==> config.mk <==
export PLATFORM = sky130hd
export DESIGN_NAME = bds_regs
export DESIGN_NICKNAME = d
export VERILOG_FILES = /design/src/sv/bds_pkg.sv /design/src/sv/bds_regs.sv
export SDC_FILE = /design/constraint.sdc
export NUM_CORES = 1
export LEC_CHECK = 0
export BUFFER_PORTS_ARGS = -buffer_cell sky130_fd_sc_hd__buf_2
export CAP_MARGIN = 25
export CORE_MARGIN = 10
export CORE_UTILIZATION = 30
export CTS_CLUSTER_DIAMETER = 120
export CTS_CLUSTER_SIZE = 12
export DETAILED_ROUTE_END_ITERATION = 8
export HOLD_SLACK_MARGIN = 0.05
export SETUP_SLACK_MARGIN = 0.5
export SKIP_LAST_GASP = 1
export SLEW_MARGIN = 20
export SYNTH_ARGS = -nofsm -noshare
export SYNTH_HDL_FRONTEND = slang
export SYNTH_SLANG_ARGS = --single-unit
==> constraint.sdc <==
create_clock -name clk -period 2.3 [get_ports clk]
set_input_delay 0.23 -clock clk [delete_from_list [all_inputs] [get_ports clk]]
set_output_delay 0.23 -clock clk [all_outputs]
set_load 0.05 [all_outputs]
==> src/sv/bds_pkg.sv <==
`default_nettype none

package bds_pkg;

    // Geometry limits
    localparam int MAX_WIDTH    = 2048;
    localparam int HEIGHT_LIMIT = 4096;
    localparam int MAX_CHANNELS = 4;
    localparam int LINE_DEPTH   = MAX_WIDTH / 2;
    localparam int LINE_AW      = $clog2(LINE_DEPTH);

    // Field widths
    localparam int PIX_W      = 8;
    localparam int SUM_W      = PIX_W + 1;
    localparam int TOTAL_W    = PIX_W + 2;
    localparam int PIXEL_W    = PIX_W * MAX_CHANNELS;
    localparam int ENTRY_W    = SUM_W * MAX_CHANNELS;
    localparam int WIDTH_W    = 12;
    localparam int HEIGHT_W   = 13;
    localparam int CHCNT_W    = 3;
    localparam int COL_W      = LINE_AW + 1;
    localparam int ROW_W      = 12;
    localparam int APB_AW     = 4;
    localparam int APB_DW     = 32;

    // Register reset values
    localparam logic [WIDTH_W-1:0]  WIDTH_RESET  = WIDTH_W'(640);
    localparam logic [HEIGHT_W-1:0] HEIGHT_RESET = HEIGHT_W'(480);
    localparam logic [CHCNT_W-1:0]  CHCNT_RESET  = CHCNT_W'(4);

    // Register index (byte address bits [3:2])
    typedef enum logic [1:0] {
        REG_SRC_WIDTH     = 2'd0,
        REG_SRC_HEIGHT    = 2'd1,
        REG_CHANNEL_COUNT = 2'd2,
        REG_UNUSED        = 2'd3
    } reg_idx_t;

    // Configuration seen by the datapath
    typedef struct packed {
        logic [WIDTH_W-1:0]  src_width;
        logic [HEIGHT_W-1:0] src_height;
        logic [CHCNT_W-1:0]  channel_count;
    } cfg_t;

endpackage

`default_nettype wire

==> src/sv/bds_regs.sv <==
`default_nettype none

module bds_regs (
    input  wire logic                        clk,
    input  wire logic                        rst_n,
    input  wire logic                        psel,
    input  wire logic                        penable,
    input  wire logic                        pwrite,
    input  wire logic [bds_pkg::APB_AW-1:0]  paddr,
    input  wire logic [bds_pkg::APB_DW-1:0]  pwdata,
    output logic      [bds_pkg::APB_DW-1:0]  prdata,
    output logic                             pready,
    output bds_pkg::cfg_t                    cfg
);

    import bds_pkg::*;

    logic [WIDTH_W-1:0]  width_reg;
    logic [HEIGHT_W-1:0] height_reg;
    logic [CHCNT_W-1:0]  chcnt_reg;
    logic                wr_en;
    reg_idx_t            idx;

    assign idx    = reg_idx_t'(paddr[3:2]);
    assign wr_en  = psel && penable && pwrite;
    assign pready = 1'b1;

    // Register writes
    always_ff @(posedge clk or negedge rst_n)
    begin
        if (!rst_n)
        begin
            width_reg  <= WIDTH_RESET;
            height_reg <= HEIGHT_RESET;
            chcnt_reg  <= CHCNT_RESET;
        end
        else if (wr_en)
        begin
            unique case (idx)
                REG_SRC_WIDTH:     width_reg  <= pwdata[WIDTH_W-1:0];
                REG_SRC_HEIGHT:    height_reg <= pwdata[HEIGHT_W-1:0];
                REG_CHANNEL_COUNT: chcnt_reg  <= pwdata[CHCNT_W-1:0];
                default:           ;
            endcase
        end
    end

    // Read-back mux
    always_comb
    begin
        unique case (idx)
            REG_SRC_WIDTH:     prdata = APB_DW'(width_reg);
            REG_SRC_HEIGHT:    prdata = APB_DW'(height_reg);
            REG_CHANNEL_COUNT: prdata = APB_DW'(chcnt_reg);
            default:           prdata = '0;
        endcase
    end

    assign cfg.src_width     = width_reg;
    assign cfg.src_height    = height_reg;
    assign cfg.channel_count = chcnt_reg;

endmodule

`default_nettype wire

==> impl_metrics.ini <==
[setup_path]
cpPeakStageDelay_ns = 0.32
path_class = in -> out
cp_data_arrival_time_ns = 1.31
crit_buf_inv = 2
crit_chain = buf_2 -> nor2b_1 -> nand2_1 -> o21ai_1 -> buf_2
crit_path_start_kind = input pin
crit_slowest_cell = nor2b_1
required_ns = 2.07
path_max_fanout = 17
timing.critical_path.mode_cell = buf_2
end_kind = output pin
crit_family = buffers and inverters

[worst_hold_path]
hold_path.class = in -> reg

[power]
power.share.switching = 0.4958
clockPowerShare = 0.152
vdd_ir_drop_max_uv = 429.6
seqPwrFrac = 0.353
power.density_nw_per_um2 = 1125
power_leakage_nw = 0.9306
switching_power_mw = 0.9966
intPower_mw = 1.013
power_frac_comb = 0.495

[floorplan]
fp.dieH_microns = 89.23
start_util = 0.3064
fp-row-count = 25
die_w_microns = 89.23
io_pins = 102
core-area_sq_um = 4692
dieArea_sq_um = 7961

[timing]
fin_crit_sh = 0.6696
slew_headroom = 0.5734
fin_skew_ns = 0
final-hold-violation-count = 0
finalMaxSlewViolations = 0
finalSetupViolCount = 0
tightestPinTransition_ns = 0.6399
period_needed_ns = 1.540
fin_setup_tns_ns = 0
max_freq_mhz = 649.4
rsz0062_at_grt = false

[clock_tree]
post-cts-setup-buffer-count = 0
cts_tree = built
htreeDepth = 1
path_clk_slew_ns = 0.10
clock-sinks = 28
clk_latency_ns = 0.27
cts_made_buffers = 3
root_buffer = clkbuf_8
cts_buffer_depth = 2

[cells_and_area]
layout.cells.non_filler = 231
fin_area_sq_um = 1787
drive_above_1_share = 0.5876
num-fill-cells = 453
diodes = 0
syn_to_final_growth_pct = 24.28
final_nets = 219
final_cell_mix = buf_2, mux2_2, dfrtp_1
final_common_cell = buf_2
largest_register_ff_count = 13

[route]
wire_per_inst_microns = 15.77
wirelength_microns = 3643
drc = 0
avgViaCountPerCell = 4.355
ant_nets = 0
dr.first_iter.drc_count = 26
dr.pass1.iters = 4
vias = 1006

[yosys]
yosysUniqueCellTypes = 17
yosysSeqAreaShare = 0.4935
yosys_warnings = 0
syn_avg_cell_area_sq_um = 12.39
ys_ff_latch = 28
netlist_area_sq_um = 1438
netlist_instances = 116

[placed_design]
placed_cell_area_sq_um = 1722
dpl.cell_count = 226
gp_congestion = 0.6188
place_hpwl_microns = 2814
numPortBuffers = 60

[global_route]
grt_max_degree = 29
grt_pass1_vias = 1133
antenna_found_initial = 0
grt_use_total = 0.09022
grt_pass1_wl_microns = 5727
gr-total-overflow = 0

[outcome]
outcome = finished clean

[job]
max-cap-violations = 0
[worst paths after layout]
kind                            cells after the start             end           from  slack (ns)
worst min register to register                      1    width_reg[1]   width_reg[1]        0.53
worst max-delay path                                5       prdata[0]       paddr[3]        0.76
max in group asynchronous                           2    width_reg[2]          rst_n        1.38
worst max register to register                      1   width_reg[11]  width_reg[11]        1.52
min in group asynchronous                           2   height_reg[9]          rst_n        0.50
worst min-delay path                                2  height_reg[12]     pwdata[12]        0.18
[final cells by class]
cell class	instances	area [sq um]	share of cell area
clock buffers	4	55.05	0.03081
multi-input cells	81	621.8	0.3480
flip-flops and latches	28	709.4	0.3971
well taps	54	67.56	0.03782
repair buffers	64	332.8	0.1863
[cell usage after synthesis, drive strengths merged]
cell type | n | area [sq um]
or3b | 1 | 8.760
dfrtp | 21 | 525.5
nor2 | 9 | 33.78
buf | 24 | 175.2
clkbuf | 1 | 3.750
conb | 2 | 7.510
mux2 | 28 | 315.3
nand3 | 1 | 5.000
o21ai | 3 | 15.01
nor3 | 1 | 5.000
and3b | 1 | 8.760
nand2 | 3 | 11.26
dfstp | 7 | 183.9
mux2i | 12 | 120.1
nor2b | 1 | 6.260
nor3b | 1 | 12.51
[power by group through the flow]
stage	clock network (mW)	registers [mW]	logic, mW
2_1_floorplan	0	1.13	0.393
3_3_place_gp	0	0.715	0.997
3_5_place_dp	0	0.716	1.00
4_1_cts	0.321	0.710	1.00
5_1_grt	0.340	0.732	1.04
6_report	0.306	0.709	0.994
[routing by layer]
| layer | global-route usage | up-vias | share of wire |
|---|---|---|---|
| met2 | 0.1386 | 59 | 0.41 |
| met1 | 0.1166 | 466 | 0.46 |
| met3 | 0.03373 | 4 | 0.12 |
| met5 | 0 | - | 0 |
| li1 | - | 477 | - |
| met4 | 0.02168 | 0 | 0.0074 |
[what timing repair did]
item | 4_1_cts | 5_1_grt
endpoints found under the setup margin | 0 | 0
hold endpoints to repair | 21 | 0
hold buffers | 1 | 0
resized for setup | 0 | 0
[logic make-up after synthesis]
group	Yosys count	synth area share
compound gates	3	0.01044
flops	28	0.4935
simple gates	18	0.06353
mux	40	0.3029
buf+inv	25	0.1245
other cells	2	0.005224
[metrics by stage]
step,utilization,worst slack (ns),hold slack [ns],total power [mW]
after detailed placement,0.3669,0.5874,0.2965,1.719
after CTS,0.3808,0.7296,0.1704,2.035
after floorplan,-,0.5814,-0.06559,1.518
after global routing,0.3808,0.6173,0.1743,2.114
final,0.3808,0.7600,0.1777,2.010
after global placement,0.3669,0.5828,0.2928,1.711
Power figures use the tool's default switching activity.
